[config.mk]
export PLATFORM = sky130hd
export DESIGN_NAME = tbpr_ram
export DESIGN_NICKNAME = d
export VERILOG_FILES = /design/src/hdl/tbpr_ram.sv
export SDC_FILE = /design/constraint.sdc
export NUM_CORES = 1
export LEC_CHECK = 0
export BUFFER_PORTS_ARGS = -buffer_cell sky130_fd_sc_hd__buf_2
export CORE_AREA = 4 4 95 97
export CTS_BUF_LIST = sky130_fd_sc_hd__clkbuf_4 sky130_fd_sc_hd__clkbuf_8 sky130_fd_sc_hd__clkbuf_16
export CTS_CLUSTER_SIZE = 20
export DETAILED_ROUTE_END_ITERATION = 8
export DIE_AREA = 0 0 99 101
export HOLD_SLACK_MARGIN = 0.08
export PLACE_DENSITY = 0.94
export SETUP_SLACK_MARGIN = 0.5
export SLEW_MARGIN = 0
export SYNTH_ARGS = -nofsm -noshare
export SYNTH_HDL_FRONTEND = slang
export SYNTH_SLANG_ARGS = --single-unit
[constraint.sdc]
create_clock -name clk -period 2.4 [get_ports clk]
set_input_delay 0 -clock clk [delete_from_list [all_inputs] [get_ports clk]]
set_output_delay 0 -clock clk [all_outputs]
set_load 0.02 [all_outputs]
[src/hdl/tbpr_ram.sv]
// ----------------------------------------------------------------------------
// tbpr_ram
// Generic single-write, single-read RAM with registered read data.
// ----------------------------------------------------------------------------
module tbpr_ram #(
  parameter int unsigned WIDTH = 8,
  parameter int unsigned DEPTH = 16
) (
  input  logic                     clk,
  input  logic                     wr_en,
  input  logic [$clog2(DEPTH)-1:0] wr_addr,
  input  logic [WIDTH-1:0]         wr_data,
  input  logic                     rd_en,
  input  logic [$clog2(DEPTH)-1:0] rd_addr,
  output logic [WIDTH-1:0]         rd_data
);

  logic [WIDTH-1:0] mem [DEPTH];

  always_ff @(posedge clk) begin
    if (wr_en) begin
      mem[wr_addr] <= wr_data;
    end
    if (rd_en) begin
      rd_data <= mem[rd_addr];
    end
  end

endmodule

==> qor.txt <==
==================================================================================
Root buffer cell ....................................................     clkbuf_8
Final non-filler cell total .........................................          403
Final net count .....................................................          304
Met1 Track Usage GR .................................................       33.48%
Count of pins on the block boundary .................................           27
Final Cycle Share ...................................................       66.55%
Cell type with the largest total area after synthesis ...............     edfxtp_1
Maximum root-to-sink buffer count ...................................            2
Avg WL per Cell .....................................................     26.16 um
Count of state elements after synthesis .............................          136
Share of final-layout standard cells stronger than drive strength 1 .       28.86%
Path type of the worst setup path ................................... flip-flop to flip-flop
Worst setup slack after placement ...................................     700.3 ps
Yosys cell types ....................................................           18
Wire length of the first global-routing pass ........................     16760 um
Total setup buffers inserted after CTS ..............................            0
Maximum vdd ir drop .................................................     870.8 uV
Number of global-route vias before repair ...........................         2712
Pre-antenna DRT Iters ...............................................            5
Worst setup SP type .................................................    flip-flop
Time the worst path needs with I/O delays and setup .................      1597 ps
Final HPWL from detailed placement ..................................      6230 um
Via count ...........................................................         2609
Run status ..........................................................    completed
Clock tree from TritonCTS ...........................................        built
Reg clk slew, reported paths ........................................        60 ps
Syn_area_per_cell ...................................................   22.83 um^2
Type of the tightest min-delay check ................................ primary input to flip-flop
Port bufs ...........................................................           26
Proportion of synthesized chip area in sequential cells .............       78.12%
Slew headroom .......................................................       34.41%
Number of nets with antenna violations after detailed routing .......            0
Instance count after placement with tap cells included ..............          359
Initial antenna violation count .....................................            0
Via/cell ratio ......................................................        6.474
Final total power ...................................................     5.442 mW
Area contributors post-synth ........................................ edfxtp_1 78%, mux4_2 7.8%, mux4_1 7.0%
Num Clock Sinks .....................................................          136
Met3 capacity usage during global routing ...........................       6.367%
CTS-repair resized insts ............................................            0
Detailed router's first-iteration violation count ...................          247
Summed negative setup slack over all endpoints ......................         0 ps
Insertion delay to the later sink of the worst-skew pair ............       520 ps
Area of the mapped netlist .......................................... 0.005228 mm^2
Power per unit of standard cell area ................................ 880.5 mW/mm^2
Overall routing resource usage ......................................       23.90%
PnR worst setup slack ...............................................     802.8 ps
Crit. End Element ...................................................    flip-flop
Final routed DRC violation total ....................................            0
CP Max Fanout .......................................................            1
Routability congestion estimate from global placement ...............       0.8188
Count of H-tree levels built during CTS .............................            4
Maximum number of pins on one net before global-route repair ........           23
Placement row count .................................................           33
Static Leakage ......................................................     2.089 nW
Sum of overflow across all layers after global routing ..............            0
Number of maximum-capacitance violations ............................            0
Height of the die ...................................................       101 um
Number of clock buffers inserted by TritonCTS .......................           17
Critical path required time .........................................      2660 ps
Final wirelength ....................................................     10540 um
Final design utilization ............................................       75.99%
Starting density of the core ........................................       64.27%
Worst-margin pin slew ...............................................     980.2 ps
Data arrival time of the worst path .................................      1850 ps
Fmax ................................................................    626.1 MHz
RSZ-0062 raised after global routing ................................           no
Area inside the core boundary ....................................... 0.008134 mm^2
Fin Clk Skew ........................................................     7.863 ps
Final-report setup violation count ..................................            0
Slew Limit Fails ....................................................            0
Post-Synthesis Net Count ............................................          248
Count of yosys warnings during synthesis ............................            0
Met2 Resource Use GR ................................................       37.09%
Chip width ..........................................................        99 um
Share of the synthesized area in the top cell type ..................       78.12%
Final Hold Vio Count ................................................            0
Post-synthesis instance total .......................................          229
Global-route layer with the greatest usage ..........................         met2
Number of fill cells in the layout ..................................          379
Layout overhead on the synthesized area .............................       18.24%
Number of antenna cells inserted ....................................            0
Die footprint ....................................................... 0.009999 mm^2
==================================================================================
[worst max-delay path: stages, from the launching register on]
cell      delay (ps)
edfxtp_1         380
mux4_1           540
a22oi_1          300
nand2_1          110
[flip-flops by register name, indices dropped and copies added, names as in the netlist]
register,cells
rd_data,8
mem,128
[metrics by stage]
stage	instance area [um^2]	hold slack, ps
2_1_floorplan	5228	98.87
3_3_place_gp	5483	362.2
3_5_place_dp	5483	369.1
4_1_cts	6181	124.4
5_1_grt	6181	133.2
6_report	6181	145.8
[final cells by class]
| type | instances | area [um^2] | area share [%] |
|---|---|---|---|
| Clock buffer | 19 | 429.2 | 6.943 |
| Clock inverter | 13 | 148.9 | 2.409 |
| Multi-Input combinational cell | 83 | 1057 | 17.11 |
| Sequential cell | 136 | 4084 | 66.07 |
| Tap cell | 105 | 131.4 | 2.126 |
| Timing Repair Buffer | 47 | 330.3 | 5.344 |
[cell families (layout without fill, tap and decap cells)]
logic type             Yosys count  count (layout)  synth area share (%)
AO/OA/AOI/OAI                   16              16                 2.298
AND/OR/NAND/NOR                 35              35                 3.136
multiplexers                    32              32                 14.79
flip-flops                     136             136                 78.12
buffers and inverters           10              79                 1.651
[metal layers]
layer / up-vias / part of all wire (%)
met5: - / 0
met4: 0 / 1.7
met3: 17 / 9.0
met2: 183 / 51
met1: 1312 / 38
li1: 1097 / -
[power breakdown]
part | total (mW) | leakage [nW] | internal (mW) | switching, mW
clock | 2.48 | 0.275 | 1.51 | 0.974
combinational | 0.265 | 0.577 | 0.111 | 0.154
sequential | 2.69 | 1.24 | 2.68 | 0.0165
total | 5.44 | 2.09 | 4.30 | 1.15
[final timing paths]
kind | slack [ps] | endpoint | cells past startpoint | startpoint
hold reg to reg | 740 | rd_data[4]$_DFFE_PP_ | 3 | mem[14][4]$_DFFE_PP_
setup / recovery | 800 | rd_data[1]$_DFFE_PP_ | 3 | mem[1][1]$_DFFE_PP_
hold / removal | 150 | mem[2][5]$_DFFE_PP_ | 3 | wr_addr[3]
setup reg to reg | 800 | rd_data[1]$_DFFE_PP_ | 3 | mem[1][1]$_DFFE_PP_
[synth_stat cells]
cell and instances:
and2_1 1, nand2b_1 2, buf_2 3, buf_6 3, clkdlybuf4s25_2 3, and2b_1 1
nand3_1 1, edfxtp_1 136, a22oi_1 16, nor3_1 4, buf_4 1, nor2_1 13
or3b_2 1, nand2_1 9, nor2b_1 1, mux4_2 18, nand3b_1 2, mux4_1 14
[placed cells by master, fill, tap and decap left out, types with 2 or more instances in the layout]
master | synthesis | layout
a22oi_1 | 16 | 16
buf_2 | 3 | 26
clkbuf_4 | 0 | 2
nand2_1 | 9 | 9
nor2_1 | 13 | 13
buf_4 | 1 | 8
nand2b_1 | 2 | 2
dlygate4sd3_1 | 0 | 12
nor3_1 | 4 | 4
clkinvlp_4 | 0 | 3
bufinv_16 | 0 | 2
clkbuf_16 | 0 | 16
mux4_1 | 14 | 14
mux4_2 | 18 | 18
clkinv_4 | 0 | 6
nand3b_1 | 2 | 2
edfxtp_1 | 136 | 136
[repair_timing]
item                       4_1_cts  5_1_grt
hold buffers                    12        0
hold endpoints to repair       168        0
setup endpoints to repair        0        0
(Power assumes the default switching activity.)
