## config.mk

```make
export PLATFORM = sky130hd
export DESIGN_NAME = tbpr_queue
export DESIGN_NICKNAME = d
export VERILOG_FILES = /design/src/hdl/tbpr_pkg.sv /design/src/hdl/tbpr_queue.sv
export SDC_FILE = /design/constraint.sdc
export NUM_CORES = 1
export LEC_CHECK = 0
export ABC_CLOCK_PERIOD_IN_PS = 14200
export BUFFER_PORTS_ARGS = -buffer_cell sky130_fd_sc_hd__buf_4
export CORE_MARGIN = 2
export CORE_UTILIZATION = 30
export DETAILED_ROUTE_END_ITERATION = 10
export PLACE_DENSITY_LB_ADDON = 0.3
export SKIP_LAST_GASP = 1
export SLEW_MARGIN = 20
export SYNTH_ARGS = -nofsm -noshare
export SYNTH_HDL_FRONTEND = slang
export SYNTH_SLANG_ARGS = --single-unit
```

## constraint.sdc

```tcl
create_clock -name clk -period 14.2 [get_ports clk]
set_clock_uncertainty 0.2 [all_clocks]
set_input_delay 2.84 -clock clk [delete_from_list [all_inputs] [get_ports clk]]
set_output_delay 2.84 -clock clk [all_outputs]
set_load 0.05 [all_outputs]
```

## src/hdl/tbpr_pkg.sv

```systemverilog
// ----------------------------------------------------------------------------
// tbpr_pkg
// Shared types, constants and helpers of the tile blitter with palette remap.
// ----------------------------------------------------------------------------
package tbpr_pkg;

  localparam int unsigned ROM_BYTES   = 2097152;
  localparam int unsigned TABLE_COUNT = 128;
  localparam int unsigned TAB_AW      = $clog2(TABLE_COUNT * 16);
  localparam int unsigned ROM_AW      = $clog2(ROM_BYTES);
  localparam int unsigned BANK_MASK   = ROM_BYTES / 32'h20000 - 1;

  // request codes
  localparam logic [1:0] REQ_TAB_WR = 2'd0;
  localparam logic [1:0] REQ_START  = 2'd1;
  localparam logic [1:0] REQ_DATA   = 2'd2;

  // result kinds
  localparam logic [1:0] KIND_PIX  = 2'd0;
  localparam logic [1:0] KIND_ADDR = 2'd1;
  localparam logic [1:0] KIND_DONE = 2'd2;

  // configuration register indexes
  localparam logic [2:0] CFG_MODE   = 3'd0;
  localparam logic [2:0] CFG_SRC    = 3'd1;
  localparam logic [2:0] CFG_POS    = 3'd2;
  localparam logic [2:0] CFG_SIZEX  = 3'd3;
  localparam logic [2:0] CFG_PALNUM = 3'd4;
  localparam logic [2:0] CFG_PLANE  = 3'd5;
  localparam logic [2:0] CFG_SCROLL = 3'd6;

  localparam int unsigned QDEPTH = 2;

  typedef struct packed {
    logic [1:0] req_type;
    logic [7:0] value;
    logic [3:0] table_index;
  } in_item_t;

  typedef struct packed {
    logic [1:0]  kind;
    logic        plane;
    logic [8:0]  pix_x;
    logic [7:0]  pix_y;
    logic [7:0]  color;
    logic [20:0] rom_address;
    logic        last;
  } out_item_t;

  // work handed from the front to the back part
  typedef struct packed {
    logic        is_addr;  // address report, else a data byte
    logic [20:0] addr;
    logic [8:0]  x1;
    logic [8:0]  x2;
    logic [7:0]  y1;
    logic [7:0]  y2;
    logic [3:0]  c1;
    logic [3:0]  c2;
    logic        dual;
    logic [3:0]  psel;
    logic        done;
  } job_t;

  function automatic logic [TAB_AW-1:0] tab_addr(input logic [6:0] num,
                                                 input logic [3:0] idx);
    logic [6:0] t;
    t = 7'(32'(num) % TABLE_COUNT);
    return TAB_AW'({t, idx});
  endfunction

endpackage

```

## src/hdl/tbpr_queue.sv

```systemverilog
// ----------------------------------------------------------------------------
// tbpr_queue
// Small job queue between the front and back parts.
// ----------------------------------------------------------------------------
module tbpr_queue import tbpr_pkg::*; (
  input  logic clk,
  input  logic rst_n,
  input  logic push,
  input  job_t push_data,
  output logic full,
  input  logic pop,
  output logic valid,
  output job_t head
);

  job_t       ent_r [QDEPTH];
  logic [$clog2(QDEPTH)-1:0] wp_r, rp_r;
  logic [$clog2(QDEPTH):0]   cnt_r;

  assign full  = cnt_r == ($clog2(QDEPTH)+1)'(QDEPTH);
  assign valid = cnt_r != '0;
  assign head  = ent_r[rp_r];

  always_ff @(posedge clk) begin
    if (push) ent_r[wp_r] <= push_data;
  end

  always_ff @(posedge clk) begin
    if (!rst_n) begin
      wp_r <= '0; rp_r <= '0; cnt_r <= '0;
    end else begin
      if (push) wp_r <= wp_r + 1'b1;
      if (pop)  rp_r <= rp_r + 1'b1;
      cnt_r <= cnt_r + (push ? 1'b1 : 1'b0) - (pop ? 1'b1 : 1'b0);
    end
  end

  assert property (@(posedge clk) disable iff (!rst_n) push |-> !full)
    else $error("queue overflow");
  assert property (@(posedge clk) disable iff (!rst_n) pop |-> valid)
    else $error("queue underflow");
  assert property (@(posedge clk) disable iff (!rst_n)
    cnt_r <= ($clog2(QDEPTH)+1)'(QDEPTH))
    else $error("queue count out of range");

endmodule

```

==> flow_summary.json <==
{
  "final_layout_size_suffix_gt1_frac": 0.605,
  "finalWeightedCongestion": 0.661,
  "grt_start_max_net_pins": 72,
  "cts_setup_buffers": 0,
  "worst_skew_pair.late_latency_ns": 0.41,
  "antennaDiodeCount": 0,
  "netlist_instances": 239,
  "rr_startpoint": "wp_r",
  "timing.critical_path.slowest_stage_cell": "dfxtp_4",
  "setup.worst_path.start_class": "register",
  "post_synth_main_area_contributors": "edfxtp_1 75%, mux2_4 19%, buf_12 2.5%",
  "power.density_cell_area_nw_per_um2": 156,
  "final_core_utilization": 0.405,
  "routed-via-count": 2665,
  "cts_inserted_buffers": 17,
  "critical_path.cell_chain": "buf_4 > mux2_4 > buf_4",
  "setup_viol": 0,
  "initial_utilization": 0.303,
  "synth.lib_cells_used.distinct": 13,
  "n_fill_cell": 1704,
  "floorplan.die_area_um2": 19900,
  "critical_path.reg2reg.endpoint": "ent_r[1][50]",
  "rrSetupSlack_ns": 12.36,
  "min-delay-start": "rp_r",
  "post_cts_hold_buffers": 0,
  "syn_area_per_cell_um2": 23.6,
  "fin_tns_setup_ns": 0,
  "area_growth_pct": 33.4,
  "die_width_um": 141,
  "end_kind": "primary output",
  "grt_overflow": 0,
  "run_status": "finished, final reports clean",
  "path_clk_slew_ns": 0.06,
  "drtAntennaViolNets": 0,
  "worstRegToRegCells": 1,
  "hpwlAfterDp_um": 6280,
  "critical_path.max_fanout": 41,
  "first_global_vias": 2842,
  "multi_input_gate_area_in_the_final_layout_um2": 1180,
  "max-clock-path-buffers": 2,
  "worst_slew_margin_rel": 0.327,
  "actual_slew_at_the_worst_max_slew_pin_ns": 1.01,
  "cp_data_arrival_time_ns": 2.46,
  "remaining_drc_errors": 0,
  "post-place-cells": 612,
  "grt_setup_unrepaired": "no",
  "layout.nets": 473,
  "cp_slowest_stage_delay_ns": 0.71,
  "io_buffers": 145,
  "critical_path.n_buffers_inverters": 2,
  "power.static_leakage_uw": 0.00296,
  "std_cell_rows": 50,
  "drt_iter0_drc": 127,
  "drt_pass1_iterations": 4,
  "critical_path.most_common_cell": "buf_4",
  "synth-seq-area-share": 0.764,
  "worst_hold_path.endpoint": "rp_r",
  "mappedNetlistArea_um2": 5630,
  "grt_antenna_before_repair": 0,
  "grtUsageTotal": 0.102,
  "seq_area_um2": 4310,
  "chipHeight_um": 141,
  "finalCritPeriodShare": 0.387,
  "cp.required_ns": 11.16,
  "wl_per_cell_um": 15.3,
  "fp.coreArea_um2": 18600,
  "instances_no_fill": 644,
  "vias_per_cell": 4.14,
  "maxCapViolCount": 0,
  "io_pins": 146,
  "cts.htree.levels": 4,
  "detail_route.wirelength_um": 9820,
  "clockPowerShare": 0.401,
  "postCtsResizedCells": 0,
  "grt_pass1_wl_um": 14900,
  "setup.worst_path.class": "reg2out",
  "finalWorstPathRequiredPeriod_ns": 5.50,
  "hold_violations": 0,
  "irDropWorstVdd_mv": 0.0774,
  "syn-num-nets": 315,
  "min-delay-path-class": "reg2reg",
  "seq_power_share": 0.431,
  "power_internal_uw": 883,
  "critical_path.top_delay_family": "buffers and inverters",
  "portion_of_synthesized_cell_area_occupied_by_the_leading_cell_type": 0.746,
  "clock_sink_count": 145,
  "switchingPower_uw": 290,
  "total_power_consumption_uw": 1170,
  "sw_frac_of_total": 0.247,
  "worstHoldPathCells": 2,
  "clock_tree_from_tritoncts": "done",
  "fmax_ghz": 0.182,
  "root_buffer": "clkbuf_16",
  "comb_power_share": 0.168,
  "synth-seq-cells": 145,
  "report.final.slew_viol_count": 0,
  "yosysTopAreaCell": "edfxtp_1",
  "yosys_warnings": 0
}
-- placed cells by master, fill, tap and decap left out, types with 2 or more instances in the layout --
cell        count
mux2_4         70
inv_1           2
clkinv_1        3
clkinvlp_4      2
clkbuf_1        2
clkbuf_16      17
bufinv_16       5
dfxtp_1         4
clkinv_2        3
ha_1            2
and2_1          3
buf_4         147
nor2b_1         3
edfxtp_1      140
-- logic make-up after synthesis --
logic type,share of synthesized area
fa+ha+maj,0.00444
simple gates,0.00999
flops,0.764
mux,0.187
buf+inv,0.0282
compound gates,0.00133
xor+xnor,0.00555
-- metal layers --
| layer | vias to the layer above | GRT usage | wire, um |
|---|---|---|---|
| met1 | 1309 | 0.110 | 3940 |
| met4 | 0 | 0.0537 | 197 |
| met2 | 89 | 0.173 | 5010 |
| met3 | 13 | 0.0418 | 679 |
| met5 | - | 0 | 0 |
| li1 | 1254 | - | - |
-- flip-flops by register name, summed over array words and instances (netlist names), named ones only --
name,flops
rp_r,1
cnt_r,2
ent_r,140
wp_r,1
-- cell usage after synthesis --
cell type  instances
xor2_1             1
mux2_4            70
o21a_1             1
buf_12             7
edfxtp_1         140
and2_1             4
xnor3_1            1
or2_2              1
ha_1               2
inv_1              2
buf_6              1
dfxtp_1            5
nor2b_1            4
-- power groups by stage --
stage	registers, uW	logic [uW]	clock network [uW]
after floorplan	510	152	0
after global placement	514	197	0
after detailed placement	515	200	0
after CTS	506	200	482
after global routing	508	206	498
final	506	197	470
-- worst max path at each step --
stage | endpoint | slack [ns] | start | cells past startpoint
final | head[29] | 8.70 | register | 3
after global routing | head[54] | 8.56 | register | 3
after CTS | head[29] | 8.63 | register | 3
after detailed placement | head[29] | 9.09 | register | 3
after global placement | head[29] | 9.09 | register | 3
after floorplan | ent_r[0][0] | 7.55 | push | 1
-- through the flow --
stage          setup slack [ns]  hold WS, ns  area (um^2)
3_3_place_gp               9.09        0.368         6890
4_1_cts                    8.63        0.387         7520
6_report                   8.70        0.387         7520
2_1_floorplan              7.55        0.355         5630
5_1_grt                    8.56        0.422         7520
3_5_place_dp               9.09        0.373         6890
-- layout make-up --
class                           count  area share
Sequential cell                   145       0.573
Multi-Input combinational cell     84       0.157
Timing Repair Buffer              147       0.147
Clock buffer                       19      0.0576
Tap cell                          234      0.0389
Clock inverter                     13      0.0255
Inverter                            2    0.000999
-- tightest hold or removal path, stage by stage (launching register included) --
cell     delay, ns
dfxtp_1       0.33
xor2_1        0.07
and2_1        0.14
No activity file was read; power rests on OpenSTA's default activity.
