<file path="config.mk">
export PLATFORM = sky130hd
export DESIGN_NAME = tbpr_back
export DESIGN_NICKNAME = d
export VERILOG_FILES = /design/src/hdl/tbpr_pkg.sv /design/src/hdl/tbpr_back.sv
export SDC_FILE = /design/constraint.sdc
export NUM_CORES = 1
export LEC_CHECK = 0
export ABC_AREA = 0
export BUFFER_PORTS_ARGS = -buffer_cell sky130_fd_sc_hd__buf_4
export CORE_MARGIN = 2
export CORE_UTILIZATION = 48
export CTS_BUF_LIST = sky130_fd_sc_hd__clkbuf_16
export CTS_CLUSTER_DIAMETER = 80
export DETAILED_ROUTE_END_ITERATION = 8
export MAX_ROUTING_LAYER = met4
export PLACE_DENSITY = 0.81
export SETUP_SLACK_MARGIN = 0.4
export SYNTH_ARGS = -nofsm -noshare
export SYNTH_HDL_FRONTEND = slang
export SYNTH_SLANG_ARGS = --single-unit
</file>
<file path="constraint.sdc">
create_clock -name clk -period 7.1 [get_ports clk]
set_input_delay 1.42 -clock clk [delete_from_list [all_inputs] [get_ports clk]]
set_output_delay 1.42 -clock clk [all_outputs]
set_load 0.05 [all_outputs]
</file>
<file path="src/hdl/tbpr_pkg.sv">
// ----------------------------------------------------------------------------
// tbpr_pkg
// Shared types, constants and helpers of the tile blitter with palette remap.
// ----------------------------------------------------------------------------
package tbpr_pkg;

  localparam int unsigned ROM_BYTES   = 2097152;
  localparam int unsigned TABLE_COUNT = 128;
  localparam int unsigned TAB_AW      = $clog2(TABLE_COUNT * 16);
  localparam int unsigned ROM_AW      = $clog2(ROM_BYTES);
  localparam int unsigned BANK_MASK   = ROM_BYTES / 32'h20000 - 1;

  // request codes
  localparam logic [1:0] REQ_TAB_WR = 2'd0;
  localparam logic [1:0] REQ_START  = 2'd1;
  localparam logic [1:0] REQ_DATA   = 2'd2;

  // result kinds
  localparam logic [1:0] KIND_PIX  = 2'd0;
  localparam logic [1:0] KIND_ADDR = 2'd1;
  localparam logic [1:0] KIND_DONE = 2'd2;

  // configuration register indexes
  localparam logic [2:0] CFG_MODE   = 3'd0;
  localparam logic [2:0] CFG_SRC    = 3'd1;
  localparam logic [2:0] CFG_POS    = 3'd2;
  localparam logic [2:0] CFG_SIZEX  = 3'd3;
  localparam logic [2:0] CFG_PALNUM = 3'd4;
  localparam logic [2:0] CFG_PLANE  = 3'd5;
  localparam logic [2:0] CFG_SCROLL = 3'd6;

  localparam int unsigned QDEPTH = 2;

  typedef struct packed {
    logic [1:0] req_type;
    logic [7:0] value;
    logic [3:0] table_index;
  } in_item_t;

  typedef struct packed {
    logic [1:0]  kind;
    logic        plane;
    logic [8:0]  pix_x;
    logic [7:0]  pix_y;
    logic [7:0]  color;
    logic [20:0] rom_address;
    logic        last;
  } out_item_t;

  // work handed from the front to the back part
  typedef struct packed {
    logic        is_addr;  // address report, else a data byte
    logic [20:0] addr;
    logic [8:0]  x1;
    logic [8:0]  x2;
    logic [7:0]  y1;
    logic [7:0]  y2;
    logic [3:0]  c1;
    logic [3:0]  c2;
    logic        dual;
    logic [3:0]  psel;
    logic        done;
  } job_t;

  function automatic logic [TAB_AW-1:0] tab_addr(input logic [6:0] num,
                                                 input logic [3:0] idx);
    logic [6:0] t;
    t = 7'(32'(num) % TABLE_COUNT);
    return TAB_AW'({t, idx});
  endfunction

endpackage

</file>
<file path="src/hdl/tbpr_back.sv">
// ----------------------------------------------------------------------------
// tbpr_back
// Looks up pens, emits up to five result transactions per job, one per cycle while the output does not stall.
// ----------------------------------------------------------------------------
module tbpr_back import tbpr_pkg::*; (
  input  logic        clk,
  input  logic        rst_n,
  input  logic        job_valid,
  input  job_t        job_data,
  output logic        job_pop,
  input  logic [6:0]  pal_num,
  output logic        rd_en,
  output logic [TAB_AW-1:0] rd_addr,
  input  logic [7:0]  rd_data,
  output logic        out_valid,
  input  logic        out_stall,
  output out_item_t   out_data
);

  // two reads per data job: phase 0 pen 1, phase 1 pen 2, then emission
  logic [1:0] ph_r;
  logic [7:0] d1_r;
  logic [2:0] slot_r;
  logic       busy_r;

  logic [7:0] d1, d2;
  logic [4:0] want;
  logic       emit;
  logic [2:0] slot_sel;
  logic       has;

  // results to emit: p0 pix1, p0 pix2, p1 pix1, p1 pix2, done
  always_comb begin
    logic t1, t2, dual;
    d1 = d1_r;
    d2 = rd_data;
    dual = job_data.dual;
    t1 = d1 != 8'hff;
    t2 = d2 != 8'hff;
    if (dual && !job_data.psel[0]) begin
      if (!job_data.psel[3]) begin
        t1 = 1'b1;
        t2 = 1'b1;
      end
      if (d1 == 8'h7f) d1 = 8'hff;
      if (d2 == 8'h7f) d2 = 8'hff;
    end
    if (dual) begin
      want = {job_data.done, job_data.psel[1] & t2, job_data.psel[1] & t1,
              job_data.psel[0] & t2, job_data.psel[0] & t1};
    end else begin
      want = {job_data.done, 2'b00, t2, t1};
    end
  end

  // next slot at or above current
  logic [4:0] rem;
  logic [4:0] rem_hi;
  always_comb begin
    rem = want & ~((5'd1 << slot_r) - 5'd1);
    slot_sel = 3'd0;
    has = 1'b0;
    for (int i = 4; i >= 0; i--) begin
      if (rem[i]) begin
        slot_sel = 3'(i);
        has = 1'b1;
      end
    end
    rem_hi = rem & ~(5'd1 << slot_sel);
  end

  logic ostall;
  assign ostall = out_valid && out_stall;

  // pen 1 read on job start, pen 2 read in phase 1
  assign rd_en   = (!busy_r && job_valid && !job_data.is_addr) ||
                   (busy_r && ph_r == 2'd1);
  assign rd_addr = tab_addr(pal_num, ph_r[0] ? job_data.c2 : job_data.c1);
  assign emit    = busy_r && ph_r == 2'd2 && !ostall;

  logic is_addr_go;
  assign is_addr_go = job_valid && job_data.is_addr && !busy_r && !ostall;

  always_comb begin
    job_pop = is_addr_go || (emit && (!has || rem_hi == '0));
  end

  always_ff @(posedge clk) begin
    if (!rst_n) begin
      busy_r <= 1'b0; ph_r <= '0; slot_r <= '0; out_valid <= 1'b0;
    end else begin
      if (!ostall) out_valid <= 1'b0;
      if (is_addr_go) begin
        out_valid <= 1'b1;
        out_data  <= '{kind: KIND_ADDR, plane: 1'b0, pix_x: '0, pix_y: '0,
                       color: '0, rom_address: job_data.addr, last: 1'b1};
      end else if (!busy_r && job_valid && !job_data.is_addr) begin
        busy_r <= 1'b1;
        ph_r   <= 2'd1;
        slot_r <= '0;
      end else if (busy_r && ph_r == 2'd1) begin
        d1_r <= rd_data;
        ph_r <= 2'd2;
      end else if (emit) begin
        if (has) begin
          out_valid <= 1'b1;
          out_data.kind  <= slot_sel == 3'd4 ? KIND_DONE : KIND_PIX;
          out_data.plane <= slot_sel == 3'd2 || slot_sel == 3'd3;
          out_data.pix_x <= slot_sel == 3'd4 ? 9'd0 :
                            (slot_sel[0] ? job_data.x2 : job_data.x1);
          out_data.pix_y <= slot_sel == 3'd4 ? 8'd0 :
                            ((job_data.dual && slot_sel < 3'd2) ? job_data.y1
                                                                 : job_data.y2);
          out_data.color <= slot_sel == 3'd4 ? 8'd0 : (slot_sel[0] ? d2 : d1);
          out_data.rom_address <= '0;
          out_data.last  <= rem_hi == '0;
        end
        slot_r <= slot_sel + 3'd1;
        if (!has || rem_hi == '0) busy_r <= 1'b0;
      end
    end
  end

  // pen 2 read data is held during emission since no read is enabled then; the job stays at head
  assert property (@(posedge clk) disable iff (!rst_n)
    job_pop |-> job_valid)
    else $error("pop from empty queue");
  assert property (@(posedge clk) disable iff (!rst_n)
    busy_r |-> job_valid && !job_data.is_addr)
    else $error("busy without data job");
  assert property (@(posedge clk) disable iff (!rst_n)
    out_valid && out_data.kind == KIND_DONE |-> out_data.last)
    else $error("done item not last");

endmodule

</file>
==> metrics <==
status finished, final reports clean; Port Buffers 137; Antenna Cells 0; Worst path max stage delay 780 ps; most used cell along the critical path buf_4; fin cells 540; dpl hpwl 6.75 mm; routed via count 2992; Setup Viol. Count Final 0; Reg2Reg Setup Slack 3790 ps; HP Class reg2reg; Critical Path RT 5680 ps; Hold Startpoint out_valid; Fmax 182 MHz; CORE AREA 0.00721 mm^2; setup skew after layout 4.47 ps; post-route antenna net violation count 0; mean post-synth cell area 11.4 um^2; Clk Tree Root Cell clkbuf_16; crit path max fanout 19; reg2reg end out_data[0]; die footprint 0.00809 mm^2; post-route setup TNS 0 ps; class of the most critical setup path in2out; largest net degree at the start of global routing 45; Synth Register Bits 65; fin nets 529; routed vias/inst 5.54; PD cells 224 mW/mm^2; Routed wire per std cell 17.3 um; Hold Path End out_valid; Synth Flop Type edfxtp_1; vias in the first global route 2775; CTS buffer count 9; sequential area share after synthesis 0.531; Worst-Skew Late Latency 330 ps; R2R cell count 11; Die Span Y 90.0 um; Post-synth top cells 58 x edfxtp_1, 38 x nand2_1, 21 x and2_1, 21 x o211ai_1, 20 x a21oi_1; Worst-path clk slew 50 ps; Initial Utilization 0.492; First-pass DRT Iterations 4; crit end category output port; area grow syn2layout 38.0%; Slew Limit Fails 0; FP Rows 31; most instantiated library cell after synthesis edfxtp_1; Startpoint Class input pin; total track usage 0.237; drt drc 0; EDFF count, synth 58; CP arrival 4080 ps; reg2reg start slot_r[0]; Inst Count DP 525; Final Hold Viols 0; Critical Path, Cell by Cell buf_4 > nor3b_1 > or3_1 > a21o_1 > a21oi_4 > inv_2 > ha_1 > o221ai_1 > o31ai_1 > buf_4; H-tree levels 3; Hold Slack 549 ps; Sink Count 65; Worst-Margin Slew 1190 ps; IO Pins 153; Iteration-0 DRC Markers 171; total wire length 9.34 mm; worst vdd ir 0.111 mV; syn nets 402; Yosys top cell by area edfxtp_1; Netlist cell types 54; Lkg Pwr 1.95 nW; Mapped Cells 310; slowest cell on the critical path a21o_1; post-route cell area 0.00489 mm^2; Overflow after GRT 0; first-pass GRT wire length 14.6 mm; RSZ-0062 raised after global routing false; Synth async-reset ratio 0; Final period util 0.774; synth top area cells edfxtp_1 49%, o211ai_1 4.4%, nand2_1 4.0%; Slew HR 0.203; Synth top area share 0.491; Die Width 90.0 um; DP Area 0.00459 mm^2; hold buffer count at cts 0; Post-CTS Resized 0; Ys Warns 0; Max Cap Violations 0; Synth Cell Area 0.00355 mm^2; hold-critical path depth 2; initial antenna violation count 0; maximum clock path buffer count 2; CTS tree yes; Post-CTS Setup Repair Bufs 0; final core occ 0.678; Final GP Congestion 0.873; share of post-route cells with drive strength above 1 0.440; Period minus WS final 5500 ps
==> layout make-up <==
cell class | count | area [um^2]
Sequential cell | 65 | 1880
Clock buffer | 9 | 225
Multi-Input combinational cell | 214 | 1500
Fill cell | 532 | 2320
Inverter | 5 | 18.8
Timing Repair Buffer | 142 | 1070
Tap cell | 99 | 124
Clock inverter | 6 | 76.3
==> worst max-delay path, delay by kind of cell <==
kind	cells	cell delay [ps]
buffers and inverters	3	520
and+or+nand+nor	2	630
adders and majority gates	1	160
AOI/OAI and AO/OA	4	1340
==> metal layers <==
metal	GRT usage	routed length (um)	up-vias
met1	0.292	3810	1420
met4	0.0872	164	0
met3	0.0604	698	17
li1	-	-	1425
met5	-	0	-
met2	0.382	4670	130
==> power breakdown <==
part	total [mW]	internal [mW]	switching, mW
clock network	0.451	0.300	0.151
logic	0.203	0.0820	0.121
registers	0.441	0.435	0.00536
total	1.09	0.818	0.277
==> cell usage in the layout, fill, tap and decap left out, types with 2 or more instances in the layout <==
cell,synthesis,layout
a21oi_1,20,19
a21oi_2,8,8
a21oi_4,1,2
a22oi_1,16,16
a31oi_1,3,3
and2_1,21,21
and3b_1,2,2
buf_4,7,142
bufinv_16,0,2
clkbuf_16,0,9
dfxtp_1,7,7
edfxtp_1,58,58
ha_1,3,3
inv_1,4,6
mux2_2,12,12
mux2_4,8,8
nand2_1,38,38
nand2b_1,4,4
nand3_1,3,3
nand4_1,4,4
nor2_1,10,10
nor2b_1,2,2
nor3_1,5,5
o211a_1,2,2
o211ai_1,21,21
o21ai_0,4,4
o21ai_1,2,2
o31ai_1,2,2
or3_1,2,2
==> flip-flops by register name, summed over array words and instances (netlist names) <==
name	flops
out_data	50
d1_r	8
busy_r	1
slot_r	3
ph_r	2
out_valid	1
==> worst max path at each step <==
stage / startpoint / endpoint / cells past startpoint
final: job_data[5] / job_pop / 10
after global routing: job_data[5] / job_pop / 10
after CTS: job_data[5] / job_pop / 10
after detailed placement: job_data[5] / job_pop / 10
after global placement: job_data[5] / job_pop / 10
after floorplan: rd_data[5] / job_pop / 9
==> logic make-up (layout without fill, tap and decap cells) <==
family | count (synthesis) | count (layout) | synth area share
buffers and inverters | 31 | 162 | 0.0494
adder cells (fa/ha/maj) | 3 | 3 | 0.0106
flip-flops | 65 | 65 | 0.531
multiplexers | 22 | 22 | 0.0780
AO/OA/AOI/OAI | 91 | 91 | 0.188
AND/OR/NAND/NOR | 98 | 98 | 0.144
==> per-stage QoR <==
step	total power, mW	setup slack [ps]
floorplan	0.587	1700
global placement	0.646	1680
detailed placement	0.650	1710
CTS	1.10	1630
global route	1.13	1400
finish	1.09	1600
Note: power is estimated with default switching activity, not from simulation.
