===== src/hdl/tbpr_pkg.sv =====
// ----------------------------------------------------------------------------
// tbpr_pkg
// Shared types, constants and helpers of the tile blitter with palette remap.
// ----------------------------------------------------------------------------
package tbpr_pkg;

  localparam int unsigned ROM_BYTES   = 2097152;
  localparam int unsigned TABLE_COUNT = 128;
  localparam int unsigned TAB_AW      = $clog2(TABLE_COUNT * 16);
  localparam int unsigned ROM_AW      = $clog2(ROM_BYTES);
  localparam int unsigned BANK_MASK   = ROM_BYTES / 32'h20000 - 1;

  // request codes
  localparam logic [1:0] REQ_TAB_WR = 2'd0;
  localparam logic [1:0] REQ_START  = 2'd1;
  localparam logic [1:0] REQ_DATA   = 2'd2;

  // result kinds
  localparam logic [1:0] KIND_PIX  = 2'd0;
  localparam logic [1:0] KIND_ADDR = 2'd1;
  localparam logic [1:0] KIND_DONE = 2'd2;

  // configuration register indexes
  localparam logic [2:0] CFG_MODE   = 3'd0;
  localparam logic [2:0] CFG_SRC    = 3'd1;
  localparam logic [2:0] CFG_POS    = 3'd2;
  localparam logic [2:0] CFG_SIZEX  = 3'd3;
  localparam logic [2:0] CFG_PALNUM = 3'd4;
  localparam logic [2:0] CFG_PLANE  = 3'd5;
  localparam logic [2:0] CFG_SCROLL = 3'd6;

  localparam int unsigned QDEPTH = 2;

  typedef struct packed {
    logic [1:0] req_type;
    logic [7:0] value;
    logic [3:0] table_index;
  } in_item_t;

  typedef struct packed {
    logic [1:0]  kind;
    logic        plane;
    logic [8:0]  pix_x;
    logic [7:0]  pix_y;
    logic [7:0]  color;
    logic [20:0] rom_address;
    logic        last;
  } out_item_t;

  // work handed from the front to the back part
  typedef struct packed {
    logic        is_addr;  // address report, else a data byte
    logic [20:0] addr;
    logic [8:0]  x1;
    logic [8:0]  x2;
    logic [7:0]  y1;
    logic [7:0]  y2;
    logic [3:0]  c1;
    logic [3:0]  c2;
    logic        dual;
    logic [3:0]  psel;
    logic        done;
  } job_t;

  function automatic logic [TAB_AW-1:0] tab_addr(input logic [6:0] num,
                                                 input logic [3:0] idx);
    logic [6:0] t;
    t = 7'(32'(num) % TABLE_COUNT);
    return TAB_AW'({t, idx});
  endfunction

endpackage


===== src/hdl/tbpr_front.sv =====
// ----------------------------------------------------------------------------
// tbpr_front
// Accepts requests, walks the blit rectangle and builds jobs for the back part.
// ----------------------------------------------------------------------------
module tbpr_front import tbpr_pkg::*; (
  input  logic        clk,
  input  logic        rst_n,
  input  logic        cfg_we,
  input  logic [2:0]  cfg_index,
  input  logic [19:0] cfg_wdata,
  input  logic        in_valid,
  output logic        in_stall,
  input  in_item_t    in_data,
  output logic        tab_we,
  output logic [TAB_AW-1:0] tab_waddr,
  output logic [7:0]  tab_wdata,
  output logic [6:0]  pal_num,
  output logic        job_push,
  output job_t        job_data,
  input  logic        job_full,
  input  logic        job_valid
);

  logic [3:0]  mode_r, lmode_r;
  logic [19:0] src_r;
  logic [7:0]  sizex_r, scroll_r;
  logic [6:0]  palnum_r;
  logic [3:0]  psel_r;
  logic [9:0]  ox_r, oy_r;
  logic [8:0]  col_r, row_r, cl_r, rl_r, cstart_r, ccount_r;
  logic        act_r;

  // a table write waits until the job queue is empty
  logic acc;
  assign in_stall = job_full || (in_data.req_type == REQ_TAB_WR && job_valid);
  assign acc      = in_valid && !in_stall;
  assign pal_num  = palnum_r;

  // table writes go straight to the ram
  assign tab_we    = acc && in_data.req_type == REQ_TAB_WR;
  assign tab_waddr = tab_addr(palnum_r, in_data.table_index);
  assign tab_wdata = in_data.value;

  // start address
  logic [3:0]  bank;
  logic [21:0] addr_full;
  logic [20:0] addr;
  always_comb begin
    bank = src_r[19:16];
    if (32'(bank) * 32'h20000 > ROM_BYTES - 1) bank = bank & 4'(BANK_MASK);
    addr_full = (22'(bank) << 17) + (22'(src_r[15:8]) << 9) + (22'(src_r[7:0]) << 1);
    if (32'(addr_full) > ROM_BYTES - 1) addr_full = addr_full & 22'(ROM_BYTES - 1);
    addr = addr_full[20:0];
  end

  // pixel coordinates of the current byte
  logic [7:0] sx, sy, off;
  logic [8:0] x1, x2;
  logic [7:0] y1, y2;
  logic [3:0] c1, c2;
  always_comb begin
    sx = 8'(ox_r + 10'(col_r));
    sy = 8'(oy_r + 10'(row_r));
    if (lmode_r[2]) begin
      off = scroll_r ^ 8'hff;
      x1  = {sx, 1'b0} ^ 9'h1ff;
      x2  = {sx, 1'b1} ^ 9'h1ff;
      y1  = sy ^ 8'hff;
      y2  = (sy + off + 8'd2) ^ 8'hff;
    end else begin
      off = scroll_r - 8'd1;
      x1  = {sx, 1'b0};
      x2  = {sx, 1'b1};
      y1  = sy;
      y2  = sy - off;
    end
    if (lmode_r[0]) begin
      c1 = in_data.value[7:4];
      c2 = in_data.value[3:0];
    end else begin
      c1 = in_data.value[3:0];
      c2 = in_data.value[7:4];
    end
  end

  logic [8:0] cl_dec, rl_dec;
  assign cl_dec = cl_r - 9'd1;
  assign rl_dec = rl_r - 9'd1;

  // job build
  always_comb begin
    job_push = acc && (in_data.req_type == REQ_START ||
                       (in_data.req_type == REQ_DATA && act_r));
    job_data         = '0;
    job_data.is_addr = in_data.req_type == REQ_START;
    job_data.addr    = addr;
    job_data.x1      = x1;
    job_data.x2      = x2;
    job_data.y1      = y1;
    job_data.y2      = y2;
    job_data.c1      = c1;
    job_data.c2      = c2;
    job_data.dual    = lmode_r[3];
    job_data.psel    = psel_r;
    job_data.done    = cl_dec == '0 && rl_dec == '0;
  end

  // walk and configuration state
  always_ff @(posedge clk) begin
    if (!rst_n) begin
      mode_r <= 4'd8; lmode_r <= '0; src_r <= '0; sizex_r <= '0;
      scroll_r <= '0; palnum_r <= '0; psel_r <= '0;
      ox_r <= '0; oy_r <= '0; col_r <= '0; row_r <= '0; cl_r <= '0; rl_r <= '0;
      cstart_r <= '0; ccount_r <= '0; act_r <= 1'b0;
    end else begin
      if (cfg_we) begin
        case (cfg_index)
          CFG_MODE:   mode_r   <= cfg_wdata[3:0];
          CFG_SRC:    src_r    <= cfg_wdata;
          CFG_POS: begin
            ox_r <= {2'b0, cfg_wdata[7:0] ^ 8'hff};
            oy_r <= {2'b0, cfg_wdata[15:8] ^ 8'hff};
          end
          CFG_SIZEX:  sizex_r  <= cfg_wdata[7:0];
          CFG_PALNUM: palnum_r <= cfg_wdata[6:0];
          CFG_PLANE:  psel_r   <= cfg_wdata[3:0];
          CFG_SCROLL: scroll_r <= cfg_wdata[7:0];
          default: ;
        endcase
      end
      if (acc && in_data.req_type == REQ_START) begin
        lmode_r <= mode_r;
        if (mode_r[0]) begin
          ox_r     <= ox_r - {1'b0, sizex_r, 1'b0};
          cstart_r <= {1'b0, sizex_r};
          ccount_r <= 9'd256 - {1'b0, sizex_r};
          col_r    <= {1'b0, sizex_r};
          cl_r     <= 9'd256 - {1'b0, sizex_r};
        end else begin
          ox_r     <= ox_r - {2'b0, sizex_r};
          cstart_r <= '0;
          ccount_r <= {1'b0, sizex_r} + 9'd1;
          col_r    <= '0;
          cl_r     <= {1'b0, sizex_r} + 9'd1;
        end
        if (mode_r[1]) begin
          oy_r  <= oy_r - ({1'b0, in_data.value, 1'b0} + 10'd1);
          row_r <= {1'b0, in_data.value};
          rl_r  <= 9'd256 - {1'b0, in_data.value};
        end else begin
          oy_r  <= oy_r - {2'b0, in_data.value} - 10'd1;
          row_r <= '0;
          rl_r  <= {1'b0, in_data.value} + 9'd1;
        end
        act_r <= 1'b1;
      end else if (acc && in_data.req_type == REQ_DATA && act_r) begin
        if (cl_dec == '0) begin
          col_r <= cstart_r;
          cl_r  <= ccount_r;
          row_r <= lmode_r[1] ? row_r - 9'd1 : row_r + 9'd1;
          rl_r  <= rl_dec;
          if (rl_dec == '0) act_r <= 1'b0;
        end else begin
          col_r <= lmode_r[0] ? col_r - 9'd1 : col_r + 9'd1;
          cl_r  <= cl_dec;
        end
      end
    end
  end

  // an idle walk never pushes a data job
  assert property (@(posedge clk) disable iff (!rst_n)
    job_push && !job_data.is_addr |-> act_r)
    else $error("data job without active blit");
  assert property (@(posedge clk) disable iff (!rst_n)
    job_push |-> !job_full)
    else $error("push into full queue");
  assert property (@(posedge clk) disable iff (!rst_n)
    act_r |-> cl_r != '0)
    else $error("active walk with empty column count");

endmodule


===== config.mk =====
export PLATFORM = sky130hd
export DESIGN_NAME = tbpr_front
export DESIGN_NICKNAME = d
export VERILOG_FILES = /design/src/hdl/tbpr_pkg.sv /design/src/hdl/tbpr_front.sv
export SDC_FILE = /design/constraint.sdc
export NUM_CORES = 1
export LEC_CHECK = 0
export BUFFER_PORTS_ARGS = -buffer_cell sky130_fd_sc_hd__buf_2
export CORE_UTILIZATION = 53
export DETAILED_ROUTE_END_ITERATION = 8
export PLACE_DENSITY = 0.83
export SETUP_SLACK_MARGIN = 0.5
export SYNTH_ARGS = -nofsm -noshare
export SYNTH_HDL_FRONTEND = slang
export SYNTH_SLANG_ARGS = --single-unit

===== constraint.sdc =====
create_clock -name clk -period 2.85 [get_ports clk]
set_input_delay 0 -clock clk [delete_from_list [all_inputs] [get_ports clk]]
set_output_delay 0 -clock clk [all_outputs]
set_load 0.1 [all_outputs]

==> results summary, run 1 <==
The first global-routing pass estimated 43660 µm of wire. The fill cell total of the finished layout came out at 1100. The cell area after layout came out at 12030 µm². The critical path in this run is classified as flip-flop to output port. The total power per unit cell area is 474.8 nW/µm². The sequential share of the synthesized area is 27.12%. The fraction of the mapped netlist area in simple logic gates came out at 18.10%. Input and output buffers added on the ports amount to 132. The mux contribution to synthesized area came out at 2.109%. The final-layout setup total negative slack came out at -2.426 ns.

The startpoint of the worst hold path is in_data[3]. The final critical delay including setup and external delays came out at 3.597 ns. The number of nets in the synthesized netlist is 1270.

The routed length per placed instance is 19.24 µm. Among all flip-flop cells after synthesis, the most frequent one is dfxtp_1. Leaving out fill and tap cells, the most frequent cells in the layout are 164 x nand2_1, 111 x buf_2, 105 x dfxtp_1. No sink is reached through more buffers than the 2 on the longest clock path. The number of antenna violations at the first check in global routing came out at 0. In the final layout, the multi-input gates occupy 6818 µm². Across every metal layer, demand over resource in global routing totals 31.14%. The count of state elements after synthesis came out at 123. The post-layout utilization of the core came out at 72.28%. Setup repair after global routing could not meet its margin everywhere. The number of pins exceeding their max-slew limit in the final report is 0.

STA classifies the critical path startpoint as a flip-flop. In this design, the stage delay of the slowest critical-path cell is 0.37 ns. The endpoint identified for the worst register-to-register timing path is row_r[6]$_SDFFE_PN0P_.

In this run, synthesis inferred 0 flip-flops with an integrated enable. Summing every instance area after synthesis gives 9079 µm². The number of nets in the final layout came out at 1418. The leakage power figure is 5.032 nW. The die covers 17660 µm². The congestion estimate from routability-driven global placement came to 0.8803. The number of cell instances on the worst register-to-register path came out at 8. Once the floorplan was initialized, standard cells occupied 54.55% of the core. The area growth from synthesis to layout came out at 32.50%. The floorplan row count is 47. After detailed routing, the number of remaining DRC violations is 0. The area of the core is 16640 µm².

The share of cells above drive strength 1 is 27.96%. CTS placed an instance of clkbuf_16 at the clock tree root. The highest clock rate came out at 0.2780 GHz. Synthesis produced 1143 cells. Traced cell by cell, the critical path runs through ha_4 > inv_2 > fa_2 > nor2b_2 > o21ai_2 > a21oi_2 > o21a_1 > nor2_2 > xnor2_2 > ha_1 > ha_4 > a21oi_2 > xnor2_2 > xnor2_4 > buf_12. The first-pass iteration count of the detailed router is 6.

The synthesized netlist devotes 9.165% of its cell area to XOR and XNOR gates. The cell count of the worst hold path is 0. The required time at the endpoint of the critical path is 2.85 ns.

Summing the areas of all compound-gate instances in the mapped netlist gives 23.42% of the synthesized area. The die extent in x is 132.9 µm. Registers take 2500 µm². Prior to clock tree synthesis, the placed netlist has a worst setup slack of -0.1448 ns.

The post-DP HPWL is 18180 µm. The design draws 5.711 mW. The height of the die is 132.9 µm. The flow ran to the end, but the final reports show violations. The number of buffers inserted during clock tree synthesis came out at 17. The largest individual stage delay along the critical path comes from the cell fa_2. The clock skew came out at 0.008427 ns. The count of yosys warnings during synthesis came out at 0. The relative slew slack is 44.26%. In this run the critical register-to-register path is launched from cl_r[0]$_SDFFE_PN0P_. The number of diodes came out at 0. The routed design has 29290 µm of wire. The via count of the first global-routing pass is 8791. The number of non-filler instances in the completed layout came out at 1522. The transition time at the pin with the least slew margin is 0.8297 ns. Leaving out fill and tap cells, the most frequent cell in the layout is nand2_1. 142 I/O pins were placed.

The maximum VDD drop came out at 0.5030 mV. Clock-pin slew was measured on the worst setup and hold paths at 0.06 ns. The final-report hold violation count came out at 0.

STA puts the critical path data arrival time at 3.60 ns. The H-tree depth came out at 4. The number of distinct library cell variants in the gate-level netlist after synthesis is 72. The number of maximum-capacitance constraint violations came out at 0. The final hold slack is 0.00003325 ns.

The tightest min-delay check is of the input port to output port type. Together, buffers and inverters on the worst path number 2. Among cell families on the critical path, the largest total delay comes from adder cells. Entering global routing, the biggest net connects 40 pins. The routed via count divided by cell count came out at 6.093. The mean post-synth cell area is 7.943 µm². The sink count of the clock tree is 123. Clock latency on the worst-skew pair, taken at its later pin, is 0.42 ns. The worst setup margin came out at -0.7472 ns. The worst setup path is captured at an output port. TritonCTS built the clock tree. After synthesis, the largest family of logic cells by area is compound AO/OA/AOI/OAI gates.

The antenna violation net count after detailed routing came out at 0. The highest net fanout along the worst path is 2. Setup violations remaining at the end of the flow were counted as 7. The adder-cell area share of the yosys netlist is 12.32%. The iteration-0 DRC count of the detailed router is 936.

The placed instances occupy a cell area of 10430 µm². The checks that failed: setup timing. The path with the worst hold slack has its endpoint at tab_waddr[3]. The overall overflow remaining after global route came out at 0. The number of cells after detailed placement came out at 1445. Counting flops with an async set or reset pin after synthesis yields a share of 0%. In the finished design, the share of the clock period the worst path needs comes to 126.2%. The via count is 9273. The register-to-register setup slack came out at 0.50 ns.
[power by group]
| group | switching, mW | internal, mW |
|---|---|---|
| registers | 0.0531 | 1.76 |
| clock network | 0.818 | 1.23 |
| logic | 1.18 | 0.674 |
| total | 2.05 | 3.66 |
[layout make-up]
type / count / share of cell area [%]
tap: 220 / 2.288
inverter: 53 / 1.695
sequential: 123 / 20.78
multi-input combinational: 871 / 56.68
timing repair buffer: 225 / 13.98
clock inverter: 11 / 0.8113
clock buffer: 19 / 3.765
[Yosys cell counts (all sizes together), types with 26 or more instances]
cell / number / area [µm²]
buf: 45 / 311.5
clkbuf: 51 / 191.4
inv: 52 / 195.2
nor2b: 38 / 237.7
a21boi: 56 / 420.4
xnor2: 69 / 604.3
nor2: 64 / 240.2
o21ai: 68 / 344.1
a21oi: 69 / 360.3
xor2: 26 / 227.7
nand2: 166 / 623.1
dfxtp: 123 / 2462
ha: 75 / 938.4
[repair_timing]
action / in CTS / in global routing
gates cloned: 0 / 1
resized for setup: 86 / 58
endpoints found under the hold margin: 49 / 0
setup buffers: 17 / 9
pin swaps: 33 / 37
hold buffers: 20 / 0
endpoints found under the setup margin: 42 / 45
[worst max-delay path by stage]
stage / from / to / cells after the start
after detailed placement: oy_r[0]$_SDFFE_PN0P_ / job_data[21] / 16
after global routing: oy_r[0]$_SDFFE_PN0P_ / job_data[21] / 15
after CTS: oy_r[0]$_SDFFE_PN0P_ / job_data[21] / 16
after floorplan: oy_r[1]$_SDFFE_PN0P_ / job_data[21] / 14
final: row_r[0]$_SDFFE_PN0P_ / job_data[21] / 15
after global placement: oy_r[0]$_SDFFE_PN0P_ / job_data[21] / 16
[state kept, by name, summed over array words and instances (netlist names)]
signal,count
psel_r,4
rl_r,9
ccount_r,9
act_r,1
oy_r,8
scroll_r,8
cstart_r,8
col_r,8
mode_r,4
ox_r,8
lmode_r,4
src_r,20
pal_num,7
sizex_r,8
cl_r,9
row_r,8
[routing by layer]
metal	global-route usage [%]	wire length, µm	vias to the layer above
met5	0	0	-
met4	15.20	1039	0
met3	6.897	2642	103
met2	50.87	13880	564
met1	38.68	11730	4361
li1	-	-	4245
[kinds of logic after synthesis]
| group | Yosys count |
|---|---|
| xor gates and xnor gates | 95 |
| and+or+nand+nor | 355 |
| buffers and inverters | 149 |
| AOI/OAI and AO/OA | 317 |
| adders and majority gates | 84 |
| other | 1 |
| muxes | 19 |
| DFF | 123 |
Power figures use the tool's default switching activity.
==> run 2: changes to the inputs <==
SLEW_MARGIN = 20   (was unset)
TNS_END_PERCENT = 5   (was unset)
==> run 2 against run 1 <==
Net effect: the flow still finishes with violations (setup timing); worst setup slack got worse by 0.048 ns; non-clock buffer count decreased by 27; via count decreased by 3.3%; clock skew grew 0.0010 ns; clock power rose by 11%; register-to-register slack got worse by 0.13 ns; total power up 1.7%; cell area decreased by 4.9%; critical path type unchanged; highest routed layer unchanged.
==> results summary, run 2 (synthesis results as in run 1) <==
Result of the run: finished, violations left (unchanged). Failing checks: setup timing (unchanged). The clock tree from TritonCTS is built (unchanged). The antenna violation net count after detailed routing was 0 (unchanged).

The highest net fanout along the worst path is 3 (was 2). The via count of the first global-routing pass is 8751 (was 8791). The critical path launch point type was a flip-flop (unchanged). The area of the core came out at 16640 µm² (unchanged).

The via count came out at 8968 (was 9273). The most heavily used metal layer in global routing was met2 (unchanged). The register containing the most flip-flops in the final layout is src_r (unchanged).

The total power consumption of the routed design is 5.809 mW (was 5.711 mW). The highest clock rate was 0.2744 GHz (was 0.2780 GHz). The relative slew slack came out at 45.64% (was 44.26%). Cell-by-cell listing of the critical path: ha_1 > a21oi_2 > nor2b_4 > nor2_2 > xnor2_1 > ha_1 > ha_4 > nor2b_2 > o21ai_1 > nand2b_1 > a21o_1 > a21oi_2 > xnor2_2 > xnor2_4 > buf_12 (was ha_4 > inv_2 > fa_2 > nor2b_2 > o21ai_2 > a21oi_2 > o21a_1 > nor2_2 > xnor2_2 > ha_1 > ha_4 > a21oi_2 > xnor2_2 > xnor2_4 > buf_12). The post-DP HPWL is 18160 µm (was 18180 µm). The transition time at the pin with the least slew margin is 0.8142 ns (was 0.8297 ns).

The number of top-level pins came out at 142 (unchanged). The insertion delay to the later sink of the worst-skew pair came out at 0.43 ns (was 0.42 ns). RSZ-0062 raised after global routing: true (unchanged). The met1 global-route usage was 37.95% (was 38.68%).

The total power per unit cell area came out at 508.0 nW/µm² (was 474.8 nW/µm²). The number of non-filler instances in the completed layout came out at 1497 (was 1522). The met3 track demand over resource came to 6.360% (was 6.897%). The final-report hold violation count is 0 (unchanged).

The path type of the worst setup path is flip-flop to output port (unchanged). The die extent in x is 132.9 µm (unchanged). The critical path's top delay family is adder cells (unchanged). The maximum VDD drop came out at 0.4490 mV (was 0.5030 mV). The required time at the endpoint of the critical path was 2.85 ns (about the same).

The sink count of the clock tree came out at 123 (unchanged). The number of pins exceeding their max-slew limit in the final report came out at 0 (unchanged). The part of the cycle the worst path needs is 127.9% (was 126.2%). The final hold slack came out at 0.00003323 ns (was 0.00003325 ns). The worst min-delay path category is input port to output port (unchanged).

The number of buffers inserted during clock tree synthesis came out at 17 (unchanged). The final critical delay including setup and external delays is 3.645 ns (was 3.597 ns). The overall overflow remaining after global route is 0 (unchanged).

The iteration-0 DRC count of the detailed router came out at 848 (was 936). The die outline area is 17660 µm² (unchanged). The leakage power figure is 4.808 nW (was 5.032 nW).

The number of diodes is 0 (unchanged). The number of cells after detailed placement is 1440 (was 1445). The clock skew is 0.009468 ns (was 0.008427 ns). The H-tree depth was 4 (unchanged). The slowest stage cell on the critical path is ha_1 (was fa_2). The area growth from synthesis to layout is 25.97% (was 32.50%). The share of cells above drive strength 1 came out at 24.75% (was 27.96%). The kind of end point of the critical path is an output port (unchanged).

Most frequent cells in the layout: 165 x nand2_1, 113 x buf_2, 110 x dfxtp_1 (was 164 x nand2_1, 111 x buf_2, 105 x dfxtp_1). The root buffer cell is clkbuf_16 (unchanged). The number of nets in the final layout is 1391 (was 1418). The final weighted congestion in routability-driven placement was 0.9079 (was 0.8803).

The most common cell after layout, fill and taps aside is nand2_1 (unchanged). The height of the die is 132.9 µm (unchanged). The largest incremental delay on the critical path is 0.35 ns (was 0.37 ns).

The floorplan row count came out at 47 (unchanged). The count of buffer and inverter cells on the critical path came out at 1 (was 2). The number of design rule violations left after detail routing came out at 0 (unchanged). The number of maximum-capacitance constraint violations came out at 0 (unchanged). The total of buffers placed on input and output ports was 132 (unchanged). The first-pass iteration count of the detailed router came out at 6 (unchanged). The number of antenna violations at the first check in global routing came out at 0 (unchanged).

The post-CTS clock slew at the launch and capture registers of the worst setup and hold paths came out at 0.06 ns (about the same). The met2 track demand over resource is 50.12% (was 50.87%). The routed via count divided by cell count came out at 5.991 (was 6.093).

The maximum clock insertion buffer count is 2 (unchanged). The final number of setup-violating endpoints is 6 (was 7). The maximum number of pins on one net before global-route repair is 46 (was 40).

The data arrival time of the critical path came out at 3.64 ns (was 3.60 ns). The wire length of the first global-routing pass came out at 42880 µm (was 43660 µm). The initial core utilization came to 54.55% (unchanged). The combined global-route utilization of all metal layers came out at 30.30% (was 31.14%).

The routed length per placed instance is 18.50 µm (was 19.24 µm). The worst setup margin was -0.7949 ns (was -0.7472 ns). The total detailed-routing wirelength came out at 27690 µm (was 29290 µm). The number of flip-flops under the largest register name is 20 (unchanged).
## run 2: changes by cell type in the layout (fill, tap and decap cells not counted), moves of 6 or more
cell and delta:
buf_4 -20, xnor2_4 -12, xnor2_2 +9, o21ai_0 +8
buf_12 -7, dfxtp_2 -6, ha_4 -6, o21ai_1 -6
## run 2: worst register-to-register path, cell delays in order, from the launching register on
cell      delay (ns)
dfxtp_4         0.40
inv_2           0.06
ha_4            0.16
nor3b_4         0.16
xor2_2          0.19
or4_4           0.57
a21oi_4         0.39
buf_6           0.19
a21oi_2         0.06
a311oi_2        0.22
## run 2: cell type report
| type | count | area [µm²] |
|---|---|---|
| Tap cell | 220 | 275.3 |
| Fill cell | 1203 | 5206 |
| Timing Repair Buffer | 198 | 1390 |
| Clock inverter | 15 | 191.4 |
| Inverter | 53 | 201.4 |
| Multi-Input combinational cell | 871 | 6456 |
| Clock buffer | 17 | 425.4 |
| Sequential cell | 123 | 2496 |
## run 2: path summary, 6_finish.rpt
check / cells past startpoint / from / end / slack (ns)
setup / recovery: 15 / oy_r[1]$_SDFFE_PN0P_ / job_data[21] / -0.79
hold / removal: 0 / in_data[0] / tab_waddr[0] / 0.00003
setup reg to reg: 9 / cl_r[0]$_SDFFE_PN0P_ / rl_r[2]$_SDFFE_PN0P_ / 0.37
hold reg to reg: 2 / src_r[1]$_SDFFE_PN0P_ / src_r[1]$_SDFFE_PN0P_ / 0.46
## run 2: what timing repair did
item                                   4_1_cts  5_1_grt
hold buffers                                20        0
pin swaps                                   20       34
setup buffers                                4        1
setup endpoints to repair                   39       43
endpoints found under the hold margin       54        0
gates resized for setup                     54       52
## run 2: routing by layer
metal,vias to the layer above,wire length (µm)
li1,4200,-
met1,4210,11410
met2,480,13220
met3,78,2277
met4,0,781
met5,-,0
## run 2: power breakdown
group | internal (mW) | switching, mW | leakage [nW]
Combinational | 0.594 | 1.13 | 3.51
Sequential | 1.76 | 0.0552 | 1.00
Clock | 1.39 | 0.881 | 0.291
Total | 3.74 | 2.07 | 4.81
## run 2: through the flow
stage | utilization [%] | TNS, ns | instance area, µm² | setup slack (ns)
after floorplan | - | -4.820 | 9329 | -0.3241
after global placement | 61.12 | -0.1346 | 10170 | -0.1248
after detailed placement | 61.12 | -0.3295 | 10170 | -0.2164
after CTS | 67.33 | -1.872 | 11200 | -0.6165
after global routing | 68.72 | -2.790 | 11440 | -0.8259
final | 68.72 | -2.446 | 11440 | -0.7949
